## src/rthp_pkg.sv

```systemverilog
package rthp_pkg;

    // widths of the byte offset and of the wider field positions
    localparam int unsigned OffW = 16;
    localparam int unsigned PosW = OffW + 1;

    typedef logic [7:0]      byte_t;
    typedef logic [OffW-1:0] offset_t;
    typedef logic [PosW-1:0] pos_t;

    // fixed offsets within the header, the offset limit and the minimum header length
    localparam offset_t LenLoOffset   = 16'd2;
    localparam offset_t LenHiOffset   = 16'd3;
    localparam offset_t PresentOffset = 16'd4;
    localparam offset_t MaxOffset     = 16'hFFFF;
    localparam offset_t MinHeader     = 16'd8;

    // field sizes and alignments
    localparam pos_t TsftBytes    = 17'd8;
    localparam pos_t ChannelAlign = 17'd2;

    // present bit positions in the first present word; BitExtend is within the last byte of each word
    localparam int unsigned BitTsft    = 0;
    localparam int unsigned BitFlags   = 1;
    localparam int unsigned BitRate    = 2;
    localparam int unsigned BitChannel = 3;
    localparam int unsigned BitExtend  = 7;

endpackage

```

## src/rthp_byte_if.sv

```systemverilog
interface rthp_byte_if;
    logic           valid;
    logic           ready;
    rthp_pkg::byte_t data_byte;
    logic           first_byte;

    modport source (output valid, output data_byte, output first_byte, input ready);
    modport sink   (input valid, input data_byte, input first_byte, output ready);
endinterface

```

## src/rthp_result_if.sv

```systemverilog
interface rthp_result_if;
    logic              valid;
    logic              ready;
    rthp_pkg::byte_t   rate_value;
    logic              rate_found;
    rthp_pkg::offset_t channel_mhz;
    logic              channel_found;
    rthp_pkg::offset_t header_bytes;
    logic              short_header;

    modport source (
        output valid, output rate_value, output rate_found, output channel_mhz,
        output channel_found, output header_bytes, output short_header, input ready
    );
    modport sink (
        input valid, input rate_value, input rate_found, input channel_mhz,
        input channel_found, input header_bytes, input short_header, output ready
    );
endinterface

```

## src/radiotap_header_parser_unit.sv

```systemverilog
// radiotap header parser
// byte_ch carries packet bytes one per transaction; first_byte marks byte 0 of a
// radiotap header. result_ch carries one transaction per header: on its last byte
// with rate and channel (when present and inside the header) and the length, or
// after byte 3 with short_header set when the length is below 8.
// bytes outside a header give no result; a new first_byte drops an unfinished one.
// throughput: one byte per cycle while the result register is not stalled. a byte
// waits in the input register, then the per-byte offset compares update the parse
// state and load the result register, which offers the result on result_ch.
// the single result register decides the rate: while it holds a result that the
// receiver stalls, the input register holds its byte and byte_ch.ready falls
// once that register is full too; no transaction is lost or repeated.
// reset clears all parse state and both valid flags; the block is then idle and
// ignores bytes until the first byte of a header.
module radiotap_header_parser_unit (
    input  logic          clk,
    input  logic          rst_n,
    rthp_byte_if.sink     byte_ch,
    rthp_result_if.source result_ch
);

    // input register
    logic            s1_valid_reg;
    rthp_pkg::byte_t s1_byte_reg;
    logic            s1_first_reg;

    // parse state
    rthp_pkg::offset_t off_reg, off_next;
    rthp_pkg::offset_t len_reg, len_next;
    logic [3:0]        fpb_reg, fpb_next;
    logic              chain_reg, chain_next;
    logic              active_reg, active_next;
    rthp_pkg::byte_t   rate_cap_reg, rate_cap_next;
    rthp_pkg::offset_t chan_cap_reg, chan_cap_next;
    rthp_pkg::pos_t    rate_off_reg, rate_off_next;
    rthp_pkg::pos_t    chan_off_reg, chan_off_next;

    // result register
    logic              out_valid_reg;
    rthp_pkg::byte_t   out_rate_reg, out_rate_next;
    logic              out_rf_reg, out_rf_next;
    rthp_pkg::offset_t out_chan_reg, out_chan_next;
    logic              out_cf_reg, out_cf_next;
    rthp_pkg::offset_t out_len_reg, out_len_next;
    logic              out_short_reg, out_short_next;

    // state as seen by the byte in the input register
    rthp_pkg::offset_t off_eff, len_eff, chan_cap_eff;
    logic [3:0]        fpb_eff;
    logic              chain_eff, active_eff;
    rthp_pkg::byte_t   rate_cap_eff;
    rthp_pkg::pos_t    off_pos;

    // field positions for a chain that ends on this byte
    rthp_pkg::offset_t body_start;
    rthp_pkg::pos_t    pos_body, pos_tsft, pos_rate, pos_after_rate, pos_chan;

    logic adv, take, emit;

    // handshake
    assign adv          = !out_valid_reg || result_ch.ready;
    assign take         = s1_valid_reg && adv;
    assign byte_ch.ready = !s1_valid_reg || adv;

    // a first byte starts from the cleared state
    assign off_eff      = s1_first_reg ? '0 : off_reg;
    assign len_eff      = s1_first_reg ? '0 : len_reg;
    assign fpb_eff      = s1_first_reg ? '0 : fpb_reg;
    assign chain_eff    = s1_first_reg ? 1'b1 : chain_reg;
    assign active_eff   = s1_first_reg | active_reg;
    assign rate_cap_eff = s1_first_reg ? '0 : rate_cap_reg;
    assign chan_cap_eff = s1_first_reg ? '0 : chan_cap_reg;
    assign off_pos      = {1'b0, off_eff};

    // field layout after the present chain, aligned to the header start
    assign body_start     = off_eff + rthp_pkg::offset_t'(1);
    assign pos_body       = {1'b0, body_start};
    assign pos_tsft       = fpb_eff[rthp_pkg::BitTsft]
                          ? (((pos_body + rthp_pkg::TsftBytes - rthp_pkg::pos_t'(1))
                              & ~(rthp_pkg::TsftBytes - rthp_pkg::pos_t'(1)))
                             + rthp_pkg::TsftBytes)
                          : pos_body;
    assign pos_rate       = pos_tsft + rthp_pkg::pos_t'(fpb_eff[rthp_pkg::BitFlags]);
    assign pos_after_rate = pos_rate + rthp_pkg::pos_t'(fpb_eff[rthp_pkg::BitRate]);
    assign pos_chan       = (pos_after_rate + rthp_pkg::ChannelAlign - rthp_pkg::pos_t'(1))
                          & ~(rthp_pkg::ChannelAlign - rthp_pkg::pos_t'(1));

    // per-byte parse step
    always_comb
    begin
        off_next       = off_reg;
        len_next       = len_reg;
        fpb_next       = fpb_reg;
        chain_next     = chain_reg;
        active_next    = active_reg;
        rate_cap_next  = rate_cap_reg;
        chan_cap_next  = chan_cap_reg;
        rate_off_next  = rate_off_reg;
        chan_off_next  = chan_off_reg;
        out_rate_next  = out_rate_reg;
        out_rf_next    = out_rf_reg;
        out_chan_next  = out_chan_reg;
        out_cf_next    = out_cf_reg;
        out_len_next   = out_len_reg;
        out_short_next = out_short_reg;
        emit           = 1'b0;

        if (take)
        begin
            off_next      = off_eff;
            len_next      = len_eff;
            fpb_next      = fpb_eff;
            chain_next    = chain_eff;
            active_next   = active_eff;
            rate_cap_next = rate_cap_eff;
            chan_cap_next = chan_cap_eff;

            if (active_eff)
            begin
                if (off_eff == rthp_pkg::LenLoOffset)
                begin
                    len_next = {8'h00, s1_byte_reg};
                end
                else if (off_eff == rthp_pkg::LenHiOffset)
                begin
                    len_next = {s1_byte_reg, len_eff[7:0]};
                    if ({s1_byte_reg, len_eff[7:0]} < rthp_pkg::MinHeader)
                    begin
                        emit           = 1'b1;
                        out_rate_next  = '0;
                        out_rf_next    = 1'b0;
                        out_chan_next  = '0;
                        out_cf_next    = 1'b0;
                        out_len_next   = {s1_byte_reg, len_eff[7:0]};
                        out_short_next = 1'b1;
                        active_next    = 1'b0;
                    end
                end
                else if (off_eff >= rthp_pkg::PresentOffset && chain_eff)
                begin
                    // walk the present words
                    if (off_eff == rthp_pkg::PresentOffset)
                    begin
                        fpb_next = s1_byte_reg[3:0];
                    end
                    if (off_eff[1:0] == 2'b11 && !s1_byte_reg[rthp_pkg::BitExtend])
                    begin
                        chain_next    = 1'b0;
                        rate_off_next = pos_rate;
                        chan_off_next = pos_chan;
                    end
                end
                else if (off_eff >= rthp_pkg::PresentOffset)
                begin
                    // capture the fields at their offsets
                    if (fpb_eff[rthp_pkg::BitRate] && off_pos == rate_off_reg)
                    begin
                        rate_cap_next = s1_byte_reg;
                    end
                    if (fpb_eff[rthp_pkg::BitChannel])
                    begin
                        if (off_pos == chan_off_reg)
                        begin
                            chan_cap_next = {chan_cap_eff[15:8], s1_byte_reg};
                        end
                        else if (off_pos == chan_off_reg + rthp_pkg::pos_t'(1))
                        begin
                            chan_cap_next = {s1_byte_reg, chan_cap_eff[7:0]};
                        end
                    end
                end

                // last header byte
                if (!emit && off_eff >= rthp_pkg::LenHiOffset
                    && off_pos + rthp_pkg::pos_t'(1) == {1'b0, len_next})
                begin
                    emit           = 1'b1;
                    out_rf_next    = !chain_eff && off_eff >= rthp_pkg::PresentOffset
                                   && fpb_eff[rthp_pkg::BitRate] && rate_off_reg <= off_pos;
                    out_cf_next    = !chain_eff && off_eff >= rthp_pkg::PresentOffset
                                   && fpb_eff[rthp_pkg::BitChannel]
                                   && chan_off_reg + rthp_pkg::pos_t'(1) <= off_pos;
                    out_rate_next  = out_rf_next ? rate_cap_next : '0;
                    out_chan_next  = out_cf_next ? chan_cap_next : '0;
                    out_len_next   = len_next;
                    out_short_next = 1'b0;
                    active_next    = 1'b0;
                end

                // advance the offset, saturating
                if (!emit && off_eff != rthp_pkg::MaxOffset)
                begin
                    off_next = off_eff + rthp_pkg::offset_t'(1);
                end
            end
        end
    end

    // input register
    always_ff @(posedge clk or negedge rst_n)
    begin
        if (!rst_n)
        begin
            s1_valid_reg <= 1'b0;
        end
        else if (byte_ch.ready)
        begin
            s1_valid_reg <= byte_ch.valid;
        end
    end

    always_ff @(posedge clk)
    begin
        if (byte_ch.ready && byte_ch.valid)
        begin
            s1_byte_reg  <= byte_ch.data_byte;
            s1_first_reg <= byte_ch.first_byte;
        end
    end

    // parse state and result valid
    always_ff @(posedge clk or negedge rst_n)
    begin
        if (!rst_n)
        begin
            off_reg       <= '0;
            len_reg       <= '0;
            fpb_reg       <= '0;
            chain_reg     <= 1'b0;
            active_reg    <= 1'b0;
            rate_cap_reg  <= '0;
            chan_cap_reg  <= '0;
            rate_off_reg  <= '0;
            chan_off_reg  <= '0;
            out_valid_reg <= 1'b0;
        end
        else
        begin
            off_reg       <= off_next;
            len_reg       <= len_next;
            fpb_reg       <= fpb_next;
            chain_reg     <= chain_next;
            active_reg    <= active_next;
            rate_cap_reg  <= rate_cap_next;
            chan_cap_reg  <= chan_cap_next;
            rate_off_reg  <= rate_off_next;
            chan_off_reg  <= chan_off_next;
            if (adv)
            begin
                out_valid_reg <= take && emit;
            end
        end
    end

    // result payload
    always_ff @(posedge clk)
    begin
        out_rate_reg  <= out_rate_next;
        out_rf_reg    <= out_rf_next;
        out_chan_reg  <= out_chan_next;
        out_cf_reg    <= out_cf_next;
        out_len_reg   <= out_len_next;
        out_short_reg <= out_short_next;
    end

    assign result_ch.valid         = out_valid_reg;
    assign result_ch.rate_value    = out_rate_reg;
    assign result_ch.rate_found    = out_rf_reg;
    assign result_ch.channel_mhz   = out_chan_reg;
    assign result_ch.channel_found = out_cf_reg;
    assign result_ch.header_bytes  = out_len_reg;
    assign result_ch.short_header  = out_short_reg;

    // a short header result never reports fields
    assert property (@(posedge clk) disable iff (!rst_n)
        out_valid_reg && out_short_reg |-> !out_rf_reg && !out_cf_reg)
        else $error("short header result reports a field");

    // a full result always carries a length of at least the minimum
    assert property (@(posedge clk) disable iff (!rst_n)
        out_valid_reg && !out_short_reg |-> out_len_reg >= rthp_pkg::MinHeader)
        else $error("full result with a short length");

    // a result ends the header
    assert property (@(posedge clk) disable iff (!rst_n)
        take && emit |=> !active_reg)
        else $error("header still active after its result");

    // the chain only ends after the first present word
    assert property (@(posedge clk) disable iff (!rst_n)
        active_reg && !chain_reg |-> off_reg >= rthp_pkg::MinHeader)
        else $error("present chain ended too early");

    // a new result needs a byte in the input register
    assert property (@(posedge clk) disable iff (!rst_n)
        $rose(out_valid_reg) |-> $past(s1_valid_reg))
        else $error("result without a byte");

endmodule
```

## src/flat_wrapper.sv

```systemverilog
// flat-port wrapper written by rule: the top's interface ports become plain ports
module radiotap_header_parser_unit_flat 
  (clk, rst_n, byte_ch_valid, byte_ch_data_byte, byte_ch_first_byte, byte_ch_ready, result_ch_valid, result_ch_rate_value, result_ch_rate_found, result_ch_channel_mhz, result_ch_channel_found, result_ch_header_bytes, result_ch_short_header, result_ch_ready);
  rthp_byte_if byte_ch_i ();
  rthp_result_if result_ch_i ();
  input  logic clk;
  input  logic rst_n;
  input wire logic [$bits(byte_ch_i.valid)-1:0] byte_ch_valid;
  input wire logic [$bits(byte_ch_i.data_byte)-1:0] byte_ch_data_byte;
  input wire logic [$bits(byte_ch_i.first_byte)-1:0] byte_ch_first_byte;
  output wire logic [$bits(byte_ch_i.ready)-1:0] byte_ch_ready;
  output wire logic [$bits(result_ch_i.valid)-1:0] result_ch_valid;
  output wire logic [$bits(result_ch_i.rate_value)-1:0] result_ch_rate_value;
  output wire logic [$bits(result_ch_i.rate_found)-1:0] result_ch_rate_found;
  output wire logic [$bits(result_ch_i.channel_mhz)-1:0] result_ch_channel_mhz;
  output wire logic [$bits(result_ch_i.channel_found)-1:0] result_ch_channel_found;
  output wire logic [$bits(result_ch_i.header_bytes)-1:0] result_ch_header_bytes;
  output wire logic [$bits(result_ch_i.short_header)-1:0] result_ch_short_header;
  input wire logic [$bits(result_ch_i.ready)-1:0] result_ch_ready;
  assign byte_ch_i.valid = byte_ch_valid;
  assign byte_ch_i.data_byte = byte_ch_data_byte;
  assign byte_ch_i.first_byte = byte_ch_first_byte;
  assign byte_ch_ready = byte_ch_i.ready;
  assign result_ch_valid = result_ch_i.valid;
  assign result_ch_rate_value = result_ch_i.rate_value;
  assign result_ch_rate_found = result_ch_i.rate_found;
  assign result_ch_channel_mhz = result_ch_i.channel_mhz;
  assign result_ch_channel_found = result_ch_i.channel_found;
  assign result_ch_header_bytes = result_ch_i.header_bytes;
  assign result_ch_short_header = result_ch_i.short_header;
  assign result_ch_i.ready = result_ch_ready;
  radiotap_header_parser_unit u_core (.clk(clk), .rst_n(rst_n), .byte_ch(byte_ch_i), .result_ch(result_ch_i));
endmodule
```

## config.mk

```make
export PLATFORM = sky130hd
export DESIGN_NAME = radiotap_header_parser_unit_flat
export DESIGN_NICKNAME = d
export VERILOG_FILES = /design/src/rthp_pkg.sv /design/src/rthp_byte_if.sv /design/src/rthp_result_if.sv /design/src/radiotap_header_parser_unit.sv /design/src/flat_wrapper.sv
export SDC_FILE = /design/constraint.sdc
export NUM_CORES = 1
export LEC_CHECK = 0
export BUFFER_PORTS_ARGS = -buffer_cell sky130_fd_sc_hd__buf_2
export CAP_MARGIN = 5
export CORE_MARGIN = 10
export CORE_UTILIZATION = 60
export CTS_CLUSTER_SIZE = 14
export DETAILED_ROUTE_END_ITERATION = 6
export PLACE_DENSITY = 0.9
export SYNTH_ARGS = -nofsm -noshare
export SYNTH_HDL_FRONTEND = slang
export SYNTH_SLANG_ARGS = --single-unit
export TNS_END_PERCENT = 100
```

## constraint.sdc

```tcl
create_clock -name clk -period 9.46 [get_ports clk]
set_input_delay 0.946 -clock clk [delete_from_list [all_inputs] [get_ports clk]]
set_output_delay 0.946 -clock clk [all_outputs]
set_load 0.02 [all_outputs]
```

==> results by stage <==
Run status:
- The run finished, with violations left.
- The checks that failed: DRC.

Logic synthesis:
- The commonest cells after synthesis are 99 x nand2_1, 97 x dfrtp_1, 68 x nor2_1.
- Synthesis instantiated 95 different standard cells from the library.
- The cell area that synthesis handed to floorplanning was 0.00984 mm².
- Summed over all instances, the cell type with the most area after synthesis is dfrtp_1.
- The synthesized instance count is 1028.
- Counting flops with an async set or reset pin after synthesis yields a share of 65.1%.
- For this run, the number of Yosys warnings is 0.
- The synthesized design contains 52 enable-type register cells.
- The most instantiated library cell after synthesis is nand2_1.
- The count of state elements after synthesis is 149.
- The area fraction of the dominant cell type after synthesis is 24.7%.
- The most instantiated flip-flop cell in the synthesis netlist is dfrtp_1.
- In the post-synthesis netlist, the biggest area contributors are dfrtp_1 25%, edfxtp_1 16%, ha_1 4.5%.
- Sequential cells were found to cover 40.6% of the synthesized design area.
- The synthesized area per cell is 9.57 µm².
- The number of nets handed over by synthesis was 1076.

Clock tree:
- The total number of H-tree levels is 4.
- The number of hold buffers added after CTS is 0.
- The insertion delay to the later sink of the worst-skew pair is 0.43 ns.
- The clock tree from TritonCTS is built.
- Clock-pin slew was measured on the worst setup and hold paths at 0.07 ns.
- In this run the post-CTS setup repair buffer count came out at 0.
- The number of instances resized during post-cts repair is 0.
- The tree built by TritonCTS fans out to 149 sinks.
- The clock root buffer is clkbuf_16.
- The clock buffer count from CTS is 17.
- The clock passes through at most 2 buffers.

STA:
- The final-report max-slew violation count is 0.
- Setup slack on the critical path of the routed design comes to 3.77 ns.
- The clock arrives with 0.0135 ns of skew.
- The maximum operating frequency is 176 MHz.
- The worst hold slack is 0.405 ns.
- The headroom to the max-slew limit is 19.3%.
- The shortest period the worst path allows is 5.69 ns.
- The final cycle utilization of the critical path is 60.1%.
- Setup repair after global routing left no endpoint under its margin.
- For the pin with the worst max-slew slack, the measured transition is 1.21 ns.
- The final total negative setup slack is 0 ns.
- The total of endpoints with negative setup slack in the final report is 0.
- The count of final hold-check violations came to 0.

Layout:
- The relative area change from synthesis to final layout is 8.75%.
- In the final layout, flip-flops and latches occupy 0.00399 mm².
- The area used by multi-input combinational logic is 0.00537 mm².
- 0 antenna diodes ended up in the layout.
- The count of cells in the finished layout, fillers not included, comes to 1271.
- For this run, the share of the core covered by cells in the final layout is 66.9%.
- The area of all placed cells without fillers is 0.0107 mm².
- After the last flow step, the layout net total stands at 1090.
- The fraction of final layout cells with drive strength greater than 1 is 15.1%.
- The register with the most flip-flops in the layout has 17 of them.
- The number of fill cells is 1201.

Power and ir drop:
- The switching power is 0.673 mW.
- The share of power burned in registers is 41.0%.
- The share of total power dissipated in the clock network is 34.9%.
- IR analysis of the VDD net gives a maximum drop of 139 µV.
- Net switching is 35.1% of the power.
- The combinational fraction of design power is 24.0%.
- The sum of internal, switching and leakage power is 1.92 mW.
- The internal power of the cells totals 1.24 mW.
- The static power due to leakage is 4.16 nW.
- For this design the ratio of total power to cell area is 179 mW/mm².

Global routing:
- For this run the aggregate overflow at the end of global routing stands at 0.
- The via count of the first global-routing pass is 8100.
- Across every metal layer, demand over resource in global routing totals 24.7%.
- The largest net degree at the start of global routing is 77.
- The initial antenna violation count is 0.
- The first-pass GRT wire length is 43900 µm.

Detailed routing:
- The average wire per cell in the routed design is 21.6 µm.
- Once detail routing completed, the nets flagged for antenna violations numbered 0.
- Summed over all layers, the routed wires come to 27500 µm.
- The pre-antenna-repair detailed-routing pass consisted of 7 iterations.
- The DRC violation count after routing is 3.
- The count of routing violations after the opening detailed-route iteration is 1408.
- The post-detailed-route via-to-cell ratio is 6.79.
- The total number of vias is 8627.

Flow run:
- The max-cap violation count is 0.

Min path:
- The type of the tightest min-delay check is in2async.

Place:
- Including well taps, the total number of placed cells is 1239.
- The number of buffers added on ports is 57.
- The estimated wirelength of the detail-placed design is 19200 µm.
- Before CTS, the worst setup slack after placement is 3.90 ns.
- The congestion estimate from routability-driven global placement came to 0.958.
- The standard cell area after detailed placement is 0.0101 mm².

Floorplan:
- The effective utilization at floorplan is 61.5%.
- The die area is 0.0219 mm².
- The count of standard-cell rows is 46.
- The core region is 0.0160 mm².
- The vertical extent of the die is 148 µm.
- The floorplan step set the die width to 148 µm.
- The I/O pin count is 58.

Setup path:
- STA classifies the critical path endpoint as a flip-flop.
- The data arrival time at the worst-slack endpoint is 5.73 ns.
- The peak fanout along the critical path is 43.
- The type of the worst setup path is reg2reg.
- STA puts the critical path data required time at 9.50 ns.
- The element type at the critical path start is a flip-flop.
==> kinds of logic (layout without fill, tap and decap cells) <==
| logic type | after synthesis | count (layout) | share of synthesized area (%) |
|---|---|---|---|
| adder cells (fa/ha/maj) | 35 | 35 | 4.45 |
| flip-flops | 149 | 149 | 40.6 |
| AO/OA/AOI/OAI | 264 | 264 | 18.9 |
| AND/OR/NAND/NOR | 387 | 387 | 22.9 |
| multiplexers | 11 | 11 | 1.26 |
| buffers and inverters | 111 | 138 | 5.11 |
| XOR/XNOR | 71 | 71 | 6.78 |
==> worst max-delay path, stage by stage, from the launching register on <==
cell	delay, ns
dfrtp_1	0.67
nor2b_1	0.44
ha_1	0.21
buf_4	0.30
nand4_2	0.36
nor4_2	0.47
xor2_1	0.58
xnor2_1	0.21
nand4_2	0.17
nor4_4	0.71
nor2_2	0.19
nor2_4	0.94
==> path summary, 6_finish.rpt <==
check,from,to,slack (ns),cells after the start
max in group asynchronous,rst_n,u_core.off_reg[15],7.77,2
worst min-delay path,rst_n,u_core.rate_off_reg[6],0.40,1
worst max register to register,u_core.off_reg[0],u_core.result_ch.channel_mhz[9],3.77,11
min in group clk,u_core.rate_off_reg[14],u_core.rate_off_reg[14],0.49,2
worst max-delay path,u_core.off_reg[0],u_core.result_ch.channel_mhz[9],3.77,11
worst min register to register,u_core.rate_off_reg[14],u_core.rate_off_reg[14],0.49,2
==> metal layers <==
metal  GRT usage (%)  routed length, µm  vias up
met3            5.28               2940       80
met1            33.1              10900     4132
met5               0                  0        -
met4            8.77                777        0
li1                -                  -     3844
met2            38.7              12900      571
==> placed cells by master (no fill, tap or decap), drive strengths merged, types with 4 or more instances in the layout <==
master | synthesis | final
xnor2 | 51 | 51
o21a | 11 | 11
and4 | 7 | 7
o21ai | 55 | 55
a22o | 45 | 45
xor2 | 20 | 20
and3 | 14 | 14
dfrtp | 97 | 97
a31oi | 18 | 18
ha | 35 | 35
nor2b | 17 | 17
buf | 29 | 64
a211o | 4 | 4
and2 | 9 | 9
a311oi | 16 | 16
nand3 | 28 | 28
mux2 | 8 | 8
nor2 | 70 | 70
or4 | 7 | 7
a21o | 11 | 11
nor4 | 24 | 24
nand4 | 19 | 19
edfxtp | 52 | 52
nand2b | 10 | 10
a21oi | 51 | 51
nand4b | 6 | 6
or2 | 6 | 6
clkbuf | 40 | 18
o2bb2ai | 4 | 4
a41oi | 9 | 9
nor3b | 28 | 28
inv | 41 | 50
o211ai | 7 | 7
nor3 | 29 | 29
o31ai | 4 | 4
nand2 | 100 | 100
==> cell type report <==
class | count | area share (%)
Sequential cell | 149 | 37.3
Inverter | 42 | 1.50
Clock inverter | 14 | 1.32
Multi-Input combinational cell | 768 | 50.2
Tap cell | 216 | 2.53
Clock buffer | 18 | 4.01
Timing Repair Buffer | 64 | 3.18
==> power groups by stage <==
stage	registers (mW)	clock network [mW]	logic (mW)
final	0.787	0.670	0.461
after global routing	0.791	0.699	0.493
after CTS	0.782	0.672	0.450
after detailed placement	0.793	0	0.445
after global placement	0.790	0	0.436
after floorplan	0.768	0	0.346
(Power assumes the default switching activity.)
